==> src/design/bpr_pkg.sv <==
`timescale 1ns / 1ps
`default_nettype none

package bpr_pkg;

  // Packet section of the receiver
  typedef enum logic [2:0] {
    SEC_IDLE,
    SEC_PREAMBLE,
    SEC_HEADER,
    SEC_MESSAGE,
    SEC_CHECKSUM
  } sec_t;

  // Configuration register indexes
  typedef enum logic [7:0] {
    CFG_ZERO_LOW      = 8'd0,
    CFG_ZERO_HIGH     = 8'd1,
    CFG_ONE_LOW       = 8'd2,
    CFG_ONE_HIGH      = 8'd3,
    CFG_MIN_PREAMBLE  = 8'd4
  } cfg_reg_t;

  // Result kinds
  localparam logic [1:0] KIND_HEADER   = 2'd0;
  localparam logic [1:0] KIND_MESSAGE  = 2'd1;
  localparam logic [1:0] KIND_CHECKSUM = 2'd2;
  localparam logic [1:0] KIND_ERROR    = 2'd3;

  // Status codes
  localparam logic [2:0] ST_OK           = 3'd0;
  localparam logic [2:0] ST_START        = 3'd1;
  localparam logic [2:0] ST_PARITY       = 3'd2;
  localparam logic [2:0] ST_STOP         = 3'd3;
  localparam logic [2:0] ST_SHORT_PREAMB = 3'd4;
  localparam logic [2:0] ST_TIMING       = 3'd5;
  localparam logic [2:0] ST_CHK_MISMATCH = 3'd6;
  localparam logic [2:0] ST_BAD_HEADER   = 3'd7;

  localparam int unsigned FIELD_STAMP_W = 16;

  typedef struct packed {
    logic [15:0] edge_stamp;
  } in_item_t;

  typedef struct packed {
    logic [7:0] byte_value;
    logic [1:0] byte_kind;
    logic [4:0] message_length;
    logic [2:0] status;
    logic       last;
  } out_item_t;

  typedef struct packed {
    logic [7:0]  reg_index;
    logic [15:0] wr_data;
  } cfg_item_t;

  // Message length from header byte; zero means unknown header
  function automatic logic [4:0] header_length(input logic [7:0] h);
    logic [4:0] len;
    case (h) inside
      [8'h01:8'h1F]: len = 5'd1;
      [8'h20:8'h2F]: len = 5'd2;
      [8'h30:8'h3F]: len = 5'd3;
      8'h48:         len = 5'd4;
      [8'h51:8'h5F]: len = 5'd5;
      8'h68:         len = 5'd6;
      [8'h71:8'h7F]: len = 5'd7;
      [8'h81:8'h8F]: len = 5'd8;
      8'hA4:         len = 5'd12;
      8'hC4:         len = 5'd16;
      8'hE2:         len = 5'd20;
      default:       len = 5'd0;
    endcase
    return len;
  endfunction

endpackage

`default_nettype wire

==> src/design/bpr_chan_if.sv <==
`timescale 1ns / 1ps
`default_nettype none

interface bpr_chan_if #(
  parameter type payload_t = logic
) ();
  logic     valid;
  logic     ready;
  payload_t data;

  modport source (output valid, output data, input ready);
  modport sink   (input valid, input data, output ready);
endinterface

`default_nettype wire

==> src/design/biphase_packet_receiver_unit.sv <==
// An accepted edge transaction goes through the input register, then is decoded
//   into the result register that drives out_chan.
// Throughput: one edge per cycle while no held result stalls the input register.
// A held result stalls the input register only, so one more edge is still taken.
// Reset (rst_n low, synchronous): section idle, all counters, stamp and
//   config registers back to their defaults; no result pending.
`timescale 1ns / 1ps
`default_nettype none

module biphase_packet_receiver_unit
  import bpr_pkg::*;
#(
  parameter int unsigned MAX_MESSAGE_BYTES = 20,
  parameter int unsigned STAMP_BITS        = 16
) (
  input  wire logic   clk,
  input  wire logic   rst_n,
  bpr_chan_if.sink    in_chan,
  bpr_chan_if.source  out_chan,
  bpr_chan_if.sink    cfg_chan
);

  // Stamps wrap at STAMP_BITS; the 16-bit field is zero-extended or cut to fit.
  // Interval compares run at the wider of the stamp and window widths.
  localparam int unsigned SW = STAMP_BITS;
  localparam int unsigned CW = (STAMP_BITS > FIELD_STAMP_W) ? STAMP_BITS : FIELD_STAMP_W;
  localparam logic [4:0]  LEN_CAP = 5'(MAX_MESSAGE_BYTES);

  // ---------------- configuration registers ----------------
  logic [15:0] zero_low_r, zero_high_r, one_low_r, one_high_r;
  logic [7:0]  min_pre_r;

  assign cfg_chan.ready = 1'b1;

  always_ff @(posedge clk) begin
    if (!rst_n) begin
      zero_low_r  <= 16'd400;
      zero_high_r <= 16'd600;
      one_low_r   <= 16'd150;
      one_high_r  <= 16'd350;
      min_pre_r   <= 8'd4;
    end else if (cfg_chan.valid) begin
      unique case (cfg_chan.data.reg_index)
        CFG_ZERO_LOW:     zero_low_r  <= cfg_chan.data.wr_data;
        CFG_ZERO_HIGH:    zero_high_r <= cfg_chan.data.wr_data;
        CFG_ONE_LOW:      one_low_r   <= cfg_chan.data.wr_data;
        CFG_ONE_HIGH:     one_high_r  <= cfg_chan.data.wr_data;
        CFG_MIN_PREAMBLE: min_pre_r   <= cfg_chan.data.wr_data[7:0];
        default: ;  // writes past the register list are dropped
      endcase
    end
  end

  // ---------------- handshake / stage control ----------------
  logic          s1_valid_r, s1_valid_nxt;
  logic [SW-1:0] s1_stamp_r;
  logic          out_valid_r, out_valid_nxt;
  out_item_t     out_data_r;
  logic          stall;   // result register full and not being taken
  logic          proc;    // input register item is decoded this cycle
  logic          in_acc;

  assign stall          = out_valid_r && !out_chan.ready;
  assign proc           = s1_valid_r && !stall;
  assign in_chan.ready  = !s1_valid_r || !stall;
  assign in_acc         = in_chan.valid && in_chan.ready;
  assign out_chan.valid = out_valid_r;
  assign out_chan.data  = out_data_r;

  // ---------------- decode state ----------------
  logic [SW-1:0] prev_r, prev_nxt;
  logic          skip_r, skip_nxt;
  sec_t          sec_r, sec_nxt;
  logic [7:0]    halves_r, halves_nxt;
  logic [3:0]    bit_idx_r, bit_idx_nxt;
  logic [7:0]    shift_r, shift_nxt;
  logic          par_r, par_nxt;
  logic [4:0]    rcvd_r, rcvd_nxt;
  logic [4:0]    exp_len_r, exp_len_nxt;
  logic [7:0]    xor_r, xor_nxt;

  // decode scratch
  logic [SW-1:0] diff;
  logic [CW-1:0] diff_w;
  logic          is_zero, is_one, bit_val;
  logic          do_fail, do_idle;
  logic [2:0]    fail_st;
  logic [4:0]    hdr_len;
  logic [7:0]    byte_done;
  logic          res_load;
  out_item_t     res;

  assign diff    = s1_stamp_r - prev_r;
  assign diff_w  = CW'(diff);
  assign is_zero = (diff_w >= CW'(zero_low_r)) && (diff_w < CW'(zero_high_r));
  assign is_one  = (diff_w > CW'(one_low_r)) && (diff_w < CW'(one_high_r));
  assign bit_val = !is_zero;   // only meaningful when is_zero or is_one
  assign hdr_len = header_length(shift_r);

  always_comb begin
    prev_nxt    = prev_r;
    skip_nxt    = skip_r;
    sec_nxt     = sec_r;
    halves_nxt  = halves_r;
    bit_idx_nxt = bit_idx_r;
    shift_nxt   = shift_r;
    par_nxt     = par_r;
    rcvd_nxt    = rcvd_r;
    exp_len_nxt = exp_len_r;
    xor_nxt     = xor_r;
    do_fail     = 1'b0;
    do_idle     = 1'b0;
    fail_st     = ST_OK;
    res_load    = 1'b0;
    res         = '0;
    byte_done   = shift_r;

    if (proc) begin
      prev_nxt = s1_stamp_r;
      if (skip_r) begin
        // second half of a data one: interval is not checked
        skip_nxt = 1'b0;
      end else if (!(is_zero || is_one)) begin
        if (sec_r == SEC_IDLE || sec_r == SEC_PREAMBLE) begin
          skip_nxt = 1'b0;
          do_idle  = 1'b1;
        end else begin
          do_fail = 1'b1;
          fail_st = ST_TIMING;
        end
      end else if (sec_r == SEC_IDLE || sec_r == SEC_PREAMBLE) begin
        if (bit_val) begin
          if (halves_r != 8'hFF) halves_nxt = halves_r + 8'd1;
          sec_nxt = SEC_PREAMBLE;
        end else if (halves_r > min_pre_r) begin
          // header start bit
          sec_nxt     = SEC_HEADER;
          bit_idx_nxt = 4'd1;
          shift_nxt   = '0;
          par_nxt     = 1'b0;
        end else begin
          do_fail = 1'b1;
          fail_st = ST_SHORT_PREAMB;
        end
      end else begin
        if (bit_val) skip_nxt = 1'b1;
        if (bit_idx_r == 4'd0) begin
          if (bit_val) begin
            do_fail = 1'b1;
            fail_st = ST_START;
          end else begin
            shift_nxt   = '0;
            par_nxt     = 1'b0;
            bit_idx_nxt = 4'd1;
          end
        end else if (bit_idx_r <= 4'd8) begin
          shift_nxt   = {bit_val, shift_r[7:1]};
          par_nxt     = par_r ^ bit_val;
          bit_idx_nxt = bit_idx_r + 4'd1;
        end else if (bit_idx_r == 4'd9) begin
          if (par_r == bit_val) begin
            do_fail = 1'b1;
            fail_st = ST_PARITY;
          end else begin
            bit_idx_nxt = 4'd10;
          end
        end else if (!bit_val) begin
          do_fail = 1'b1;
          fail_st = ST_STOP;
        end else begin
          // stop bit good: a byte is complete
          bit_idx_nxt = 4'd0;
          unique case (sec_r)
            SEC_HEADER: begin
              if (hdr_len == 5'd0) begin
                do_fail = 1'b1;
                fail_st = ST_BAD_HEADER;
              end else begin
                exp_len_nxt = (hdr_len > LEN_CAP) ? LEN_CAP : hdr_len;
                xor_nxt     = byte_done;
                rcvd_nxt    = '0;
                sec_nxt     = SEC_MESSAGE;
                res_load    = 1'b1;
                res         = '{byte_value: byte_done, byte_kind: KIND_HEADER,
                                message_length: exp_len_nxt, status: ST_OK, last: 1'b0};
              end
            end
            SEC_MESSAGE: begin
              xor_nxt  = xor_r ^ byte_done;
              rcvd_nxt = rcvd_r + 5'd1;
              if (rcvd_nxt >= exp_len_r) sec_nxt = SEC_CHECKSUM;
              res_load = 1'b1;
              res      = '{byte_value: byte_done, byte_kind: KIND_MESSAGE,
                           message_length: exp_len_r, status: ST_OK, last: 1'b0};
            end
            default: begin
              // checksum; the stop bit's skip is kept
              res_load = 1'b1;
              res      = '{byte_value: byte_done, byte_kind: KIND_CHECKSUM,
                           message_length: exp_len_r,
                           status: (xor_r == byte_done) ? ST_OK : ST_CHK_MISMATCH,
                           last: 1'b1};
              do_idle  = 1'b1;
            end
          endcase
        end
      end

      if (do_fail) begin
        res_load = 1'b1;
        res      = '{byte_value: 8'd0, byte_kind: KIND_ERROR,
                     message_length: exp_len_r, status: fail_st, last: 1'b1};
        skip_nxt = 1'b0;
        do_idle  = 1'b1;
      end
      if (do_idle) begin
        sec_nxt     = SEC_IDLE;
        halves_nxt  = '0;
        bit_idx_nxt = '0;
        shift_nxt   = '0;
        par_nxt     = 1'b0;
        rcvd_nxt    = '0;
        exp_len_nxt = '0;
        xor_nxt     = '0;
      end
    end
  end

  always_comb begin
    s1_valid_nxt = s1_valid_r;
    if (in_acc)    s1_valid_nxt = 1'b1;
    else if (proc) s1_valid_nxt = 1'b0;

    out_valid_nxt = out_valid_r;
    if (res_load)            out_valid_nxt = 1'b1;
    else if (out_chan.ready) out_valid_nxt = 1'b0;
  end

  // control and decode state
  always_ff @(posedge clk) begin
    if (!rst_n) begin
      s1_valid_r  <= 1'b0;
      out_valid_r <= 1'b0;
      prev_r      <= '0;
      skip_r      <= 1'b0;
      sec_r       <= SEC_IDLE;
      halves_r    <= '0;
      bit_idx_r   <= '0;
      shift_r     <= '0;
      par_r       <= 1'b0;
      rcvd_r      <= '0;
      exp_len_r   <= '0;
      xor_r       <= '0;
    end else begin
      s1_valid_r  <= s1_valid_nxt;
      out_valid_r <= out_valid_nxt;
      prev_r      <= prev_nxt;
      skip_r      <= skip_nxt;
      sec_r       <= sec_nxt;
      halves_r    <= halves_nxt;
      bit_idx_r   <= bit_idx_nxt;
      shift_r     <= shift_nxt;
      par_r       <= par_nxt;
      rcvd_r      <= rcvd_nxt;
      exp_len_r   <= exp_len_nxt;
      xor_r       <= xor_nxt;
    end
  end

  // payload registers
  always_ff @(posedge clk) begin
    if (in_acc)   s1_stamp_r <= SW'(in_chan.data.edge_stamp);
    if (res_load) out_data_r <= res;
  end

  // ---------------- assertions ----------------
  a_last_kind: assert property (@(posedge clk) disable iff (!rst_n)
    (out_valid_r && out_data_r.last) |->
      (out_data_r.byte_kind == KIND_CHECKSUM || out_data_r.byte_kind == KIND_ERROR))
    else $error("last flag on a header or message byte");

  a_err_fields: assert property (@(posedge clk) disable iff (!rst_n)
    (out_valid_r && out_data_r.byte_kind == KIND_ERROR) |->
      (out_data_r.byte_value == 8'd0 && out_data_r.status != ST_OK))
    else $error("error result carries data or ok status");

  a_last_idle: assert property (@(posedge clk) disable iff (!rst_n)
    (res_load && res.last) |=> (sec_r == SEC_IDLE))
    else $error("packet end did not return to idle");

  a_bit_idx: assert property (@(posedge clk) disable iff (!rst_n)
    bit_idx_r <= 4'd10)
    else $error("frame bit index out of range");

  a_skip_sec: assert property (@(posedge clk) disable iff (!rst_n)
    skip_r |-> (sec_r != SEC_PREAMBLE))
    else $error("pending half-bit skip while in preamble");

  a_no_drop: assert property (@(posedge clk) disable iff (!rst_n)
    stall |=> (out_valid_r && $stable(out_data_r)))
    else $error("held result lost or overwritten");

endmodule

`default_nettype wire

==> src/flat_wrapper.sv <==
// flat-port wrapper written by rule: the top's interface ports become plain ports
module biphase_packet_receiver_unit_flat import bpr_pkg::*;
#(
  parameter int unsigned MAX_MESSAGE_BYTES = 20,
  parameter int unsigned STAMP_BITS        = 16
)
  (clk, rst_n, in_chan_valid, in_chan_data, in_chan_ready, out_chan_valid, out_chan_data, out_chan_ready, cfg_chan_valid, cfg_chan_data, cfg_chan_ready);
  bpr_chan_if #(.payload_t(in_item_t)) in_chan_i ();
  bpr_chan_if #(.payload_t(out_item_t)) out_chan_i ();
  bpr_chan_if #(.payload_t(cfg_item_t)) cfg_chan_i ();
  input  wire logic clk;
  input  wire logic rst_n;
  input wire logic [$bits(in_chan_i.valid)-1:0] in_chan_valid;
  input wire logic [$bits(in_chan_i.data)-1:0] in_chan_data;
  output wire logic [$bits(in_chan_i.ready)-1:0] in_chan_ready;
  output wire logic [$bits(out_chan_i.valid)-1:0] out_chan_valid;
  output wire logic [$bits(out_chan_i.data)-1:0] out_chan_data;
  input wire logic [$bits(out_chan_i.ready)-1:0] out_chan_ready;
  input wire logic [$bits(cfg_chan_i.valid)-1:0] cfg_chan_valid;
  input wire logic [$bits(cfg_chan_i.data)-1:0] cfg_chan_data;
  output wire logic [$bits(cfg_chan_i.ready)-1:0] cfg_chan_ready;
  assign in_chan_i.valid = in_chan_valid;
  assign in_chan_i.data = in_chan_data;
  assign in_chan_ready = in_chan_i.ready;
  assign out_chan_valid = out_chan_i.valid;
  assign out_chan_data = out_chan_i.data;
  assign out_chan_i.ready = out_chan_ready;
  assign cfg_chan_i.valid = cfg_chan_valid;
  assign cfg_chan_i.data = cfg_chan_data;
  assign cfg_chan_ready = cfg_chan_i.ready;
  biphase_packet_receiver_unit #(.MAX_MESSAGE_BYTES(MAX_MESSAGE_BYTES), .STAMP_BITS(STAMP_BITS)) u_core (.clk(clk), .rst_n(rst_n), .in_chan(in_chan_i), .out_chan(out_chan_i), .cfg_chan(cfg_chan_i));
endmodule
==> config.mk <==
export PLATFORM = sky130hd
export DESIGN_NAME = biphase_packet_receiver_unit_flat
export DESIGN_NICKNAME = d
export VERILOG_FILES = /design/src/design/bpr_pkg.sv /design/src/design/bpr_chan_if.sv /design/src/design/biphase_packet_receiver_unit.sv /design/src/flat_wrapper.sv
export SDC_FILE = /design/constraint.sdc
export NUM_CORES = 1
export LEC_CHECK = 0
export BUFFER_PORTS_ARGS = -buffer_cell sky130_fd_sc_hd__buf_2
export CAP_MARGIN = 20
export CORE_UTILIZATION = 45
export DETAILED_ROUTE_END_ITERATION = 10
export PLACE_DENSITY = 0.63
export SLEW_MARGIN = 20
export SYNTH_ARGS = -nofsm -noshare
export SYNTH_HDL_FRONTEND = slang
export SYNTH_SLANG_ARGS = --single-unit
==> constraint.sdc <==
create_clock -name clk -period 6.1 [get_ports clk]
set_input_delay 1.22 -clock clk [delete_from_list [all_inputs] [get_ports clk]]
set_output_delay 1.22 -clock clk [all_outputs]
set_load 0.1 [all_outputs]
==> summary.txt <==
Status
  • Status: finished, final reports clean

STA
  • Achievable Freq: 0.1754 GHz
  • Least-Margin Pin Slew: 934.8 ps
  • Relative slew slack: 0.3759
  • Setup_tns: 0 ps
  • Final min period: 5700 ps
  • RSZ-0062 raised after global routing: false
  • Final cycle utilization of the critical path: 0.9344
  • Final Hold Vio Count: 0
  • Final setup vio count: 0
  • Final Max Slew Viols: 0
  • Clk_skew: 11.45 ps

Finish
  • Core Util, Final: 0.5131
  • Final-stage net count: 1,316
  • Ant. Diodes: 0
  • Layout cells sized above 1: 0.1187
  • Syn-to-layout area delta: 11.96%

Min path
  • Hold Path Class: reg2reg

Routing
  • Final ANT Viol Nets: 0
  • Drt pass-1 iters: 5
  • Drt total wl: 24,410 µm
  • Drt initial violations: 573
  • Vias per cell: 5.620
  • Routed vias: 8,250
  • DRC: 0
  • Detailed-route wire length per cell: 16.63 µm

Setup path
  • WP data required: 6220 ps
  • Crit path launch type: register
  • CP Cell Sequence: inv_1 -> ha_1 -> fa_1 -> nor2b_1 -> o21a_1 -> o21ai_0 -> a21oi_1 -> o2111ai_1 -> a31oi_1 -> nand4b_1 -> o211ai_1 -> ha_1 -> nand4_1 -> nand3b_1 -> nor2_1 -> or4_4 -> or3_1 -> nor4_4 -> buf_4 -> clkinv_1 -> nand2_1 -> buf_4
  • CP arrival: 5820 ps
  • R2R setup slack: 400 ps
  • Delay-heaviest family, CP: simple AND/OR/NAND/NOR gates
  • CP Capture Type: register
  • Crit path max-delay cell type: or3_1
  • CP max stage delay: 530 ps
  • Crit-path max FO: 14
  • Crit Path Category: reg2reg
  • CP Buf/Inv Count: 4

Power and ir drop
  • Maximum vdd drop: 172.8 µV
  • Tot Pwr: 2.857 mW
  • Power Density: 255.9 mW/mm²
  • Leakage Power: 4.551 nW

Placed design
  • PortBufs: 65
  • Routability cong.: 0.8952
  • Dpl hpwl: 17,660 µm

Yosys
  • Synth Instances: 1,127
  • Post-synth top flop: dfxtp_1
  • Yosys Warn Count: 0
  • Syn_nets: 1,268
  • Register bit total from synthesis: 167
  • Synth unique cells: 78
  • Mapped Area: 0.009971 mm²
  • Post-synthesis sequential area ratio: 0.3694
  • Number of synthesized flops with an enable pin: 34
  • Average size of a mapped cell: 8.847 µm²
  • Share of synthesized registers carrying an async set or reset: 0

Die
  • Chip height: 150.9 µm
  • Die width: 150.9 µm
  • Starting density of the core: 0.4583
  • Boundary Pins: 67
  • Die ar.: 0.02276 mm²
  • Rows: 54
  • Core box area: 0.02176 mm²

CTS
  • TritonCTS clock tree: built
  • CTS Sinks: 167
  • CTS root buf: clkbuf_16
  • Clock tree buffer depth: 2
  • Post-CTS setup buffers: 0
  • Max H-tree Level: 4
  • Clock Latency Late Sink: 430 ps
  • Worst-path clk slew: 70 ps
  • CTS Buf Count: 17

Global route
  • Tot GR Track Use: 0.2263
  • Antenna violations before repair: 0
  • Largest net degree at the start of global routing: 58
  • Global-route wire length before repair: 40,680 µm
  • GR Overflow Total: 0
  • Vias in the first global route: 8,010

Run
  • MaxCap Viol Count: 0
worst min-delay path, cell delays in order (launching register included):
cell and delay (ps):
dfxtp_1 310, nand2_1 50, a21oi_1 50
metal layers:
layer / global-route usage / wire (µm) / up-vias
li1: - / - / 4140
met3: 0.03675 / 968 / 23
met1: 0.2866 / 11160 / 3903
met5: 0 / 0 / -
met2: 0.3975 / 12000 / 184
met4: 0.05750 / 285 / 0
layout make-up:
type | count | area (µm²)
clock inverters | 15 | 167.7
well taps | 280 | 350.3
flip-flops and latches | 167 | 3684
fillers | 2110 | 10590
repair buffers | 87 | 490.5
clock buffers | 17 | 425.4
inverters | 115 | 431.7
multi-input cells | 787 | 5614
cell usage after synthesis (4+ instances only):
| cell type | count | area share |
|---|---|---|
| o2111ai_1 | 15 | 0.013 |
| nor3_1 | 11 | 0.0055 |
| a31oi_1 | 9 | 0.0056 |
| nand3_1 | 37 | 0.019 |
| clkbuf_1 | 44 | 0.017 |
| o21ai_0 | 31 | 0.016 |
| a21o_1 | 13 | 0.0098 |
| xor2_1 | 4 | 0.0035 |
| o211ai_1 | 29 | 0.022 |
| mux2i_1 | 71 | 0.071 |
| and3_1 | 9 | 0.0056 |
| edfxtp_1 | 34 | 0.10 |
| a32oi_1 | 4 | 0.0035 |
| buf_2 | 5 | 0.0025 |
| nor4_1 | 7 | 0.0044 |
| or2_2 | 4 | 0.0025 |
| nor2b_1 | 8 | 0.0050 |
| or4_1 | 4 | 0.0030 |
| inv_1 | 113 | 0.043 |
| o22ai_1 | 4 | 0.0025 |
| dfxtp_1 | 133 | 0.27 |
| nand2_1 | 104 | 0.039 |
| a211o_1 | 5 | 0.0044 |
| and2_1 | 8 | 0.0050 |
| nor2_1 | 88 | 0.033 |
| a2111oi_0 | 6 | 0.0053 |
| nand4_1 | 28 | 0.018 |
| ha_1 | 95 | 0.12 |
| a22o_1 | 9 | 0.0079 |
| buf_1 | 4 | 0.0015 |
| o21a_1 | 4 | 0.0030 |
| a211oi_1 | 8 | 0.0060 |
| nand3b_1 | 6 | 0.0045 |
| a21oi_1 | 66 | 0.033 |
| o31ai_1 | 5 | 0.0038 |
| xnor2_1 | 22 | 0.019 |
| nor3b_1 | 4 | 0.0030 |
| nand2b_1 | 9 | 0.0056 |
state kept, by name (all words and copies together) (netlist names), 16 cells and up:
signal / count
u_core.out_chan.data: 18
u_core.zero_low_r: 16
u_core.zero_high_r: 16
u_core.prev_r: 16
u_core.one_high_r: 16
u_core.s1_stamp_r: 16
u_core.one_low_r: 16
power by group:
part | total [mW] | internal [mW] | switching, mW
clock network | 1.10 | 0.614 | 0.483
registers | 1.16 | 1.15 | 0.0102
logic | 0.602 | 0.209 | 0.393
worst paths after layout:
check | cells after the start | end | from
setup / recovery | 22 | u_core.out_chan.data[9]$_SDFFCE_PN0P_ | u_core.s1_stamp_r[0]$_DFFE_PP_
hold / removal | 2 | u_core.prev_r[14]$_SDFFE_PN0P_ | u_core.prev_r[14]$_SDFFE_PN0P_
setup reg to reg | 22 | u_core.out_chan.data[9]$_SDFFCE_PN0P_ | u_core.s1_stamp_r[0]$_DFFE_PP_
hold reg to reg | 2 | u_core.prev_r[14]$_SDFFE_PN0P_ | u_core.prev_r[14]$_SDFFE_PN0P_
layout by cell type, fill, tap and decap left out, types with 8 or more instances in the layout:
cell / instances
and3_1: 9
buf_4: 22
nand2_1: 104
a22o_1: 9
xnor2_1: 22
nor3_1: 11
nand4_1: 28
o21ai_0: 31
ha_1: 95
a21o_1: 13
a31oi_1: 9
buf_2: 65
nand3_1: 37
nand2b_1: 9
nor2_1: 88
nor2b_1: 8
inv_1: 113
o2111ai_1: 15
o211ai_1: 29
mux2i_1: 71
dfxtp_1: 133
edfxtp_1: 34
a21oi_1: 66
a211oi_1: 8
clkbuf_16: 17
and2_1: 8
through the flow:
step                instance area [µm²]  setup WS [ps]  std cells  hold WS [ps]
CTS                               11150          412.4       1467         456.9
detailed placement                10560          433.6       1435         446.3
floorplan                          9971          953.4       1127         436.3
global placement                  10560          626.4       1435         442.1
global route                      11160          16.05       1468         475.8
finish                            11160          399.9       1468         454.4
kinds of logic after synthesis:
kind of cell | after synthesis | share of synthesized area
buf+inv | 173 | 0.06839
fa+ha+maj | 96 | 0.1212
flops | 167 | 0.3694
other cells | 1 | 0.0003761
simple gates | 347 | 0.1730
compound gates | 244 | 0.1712
mux | 73 | 0.07353
xor+xnor | 26 | 0.02284
repair_timing:
action	CTS	global route
endpoints found under the hold margin	0	0
gates resized for setup	0	1
endpoints found under the setup margin	0	14
hold buffers	0	0
Note: power is estimated with default switching activity, not from simulation.
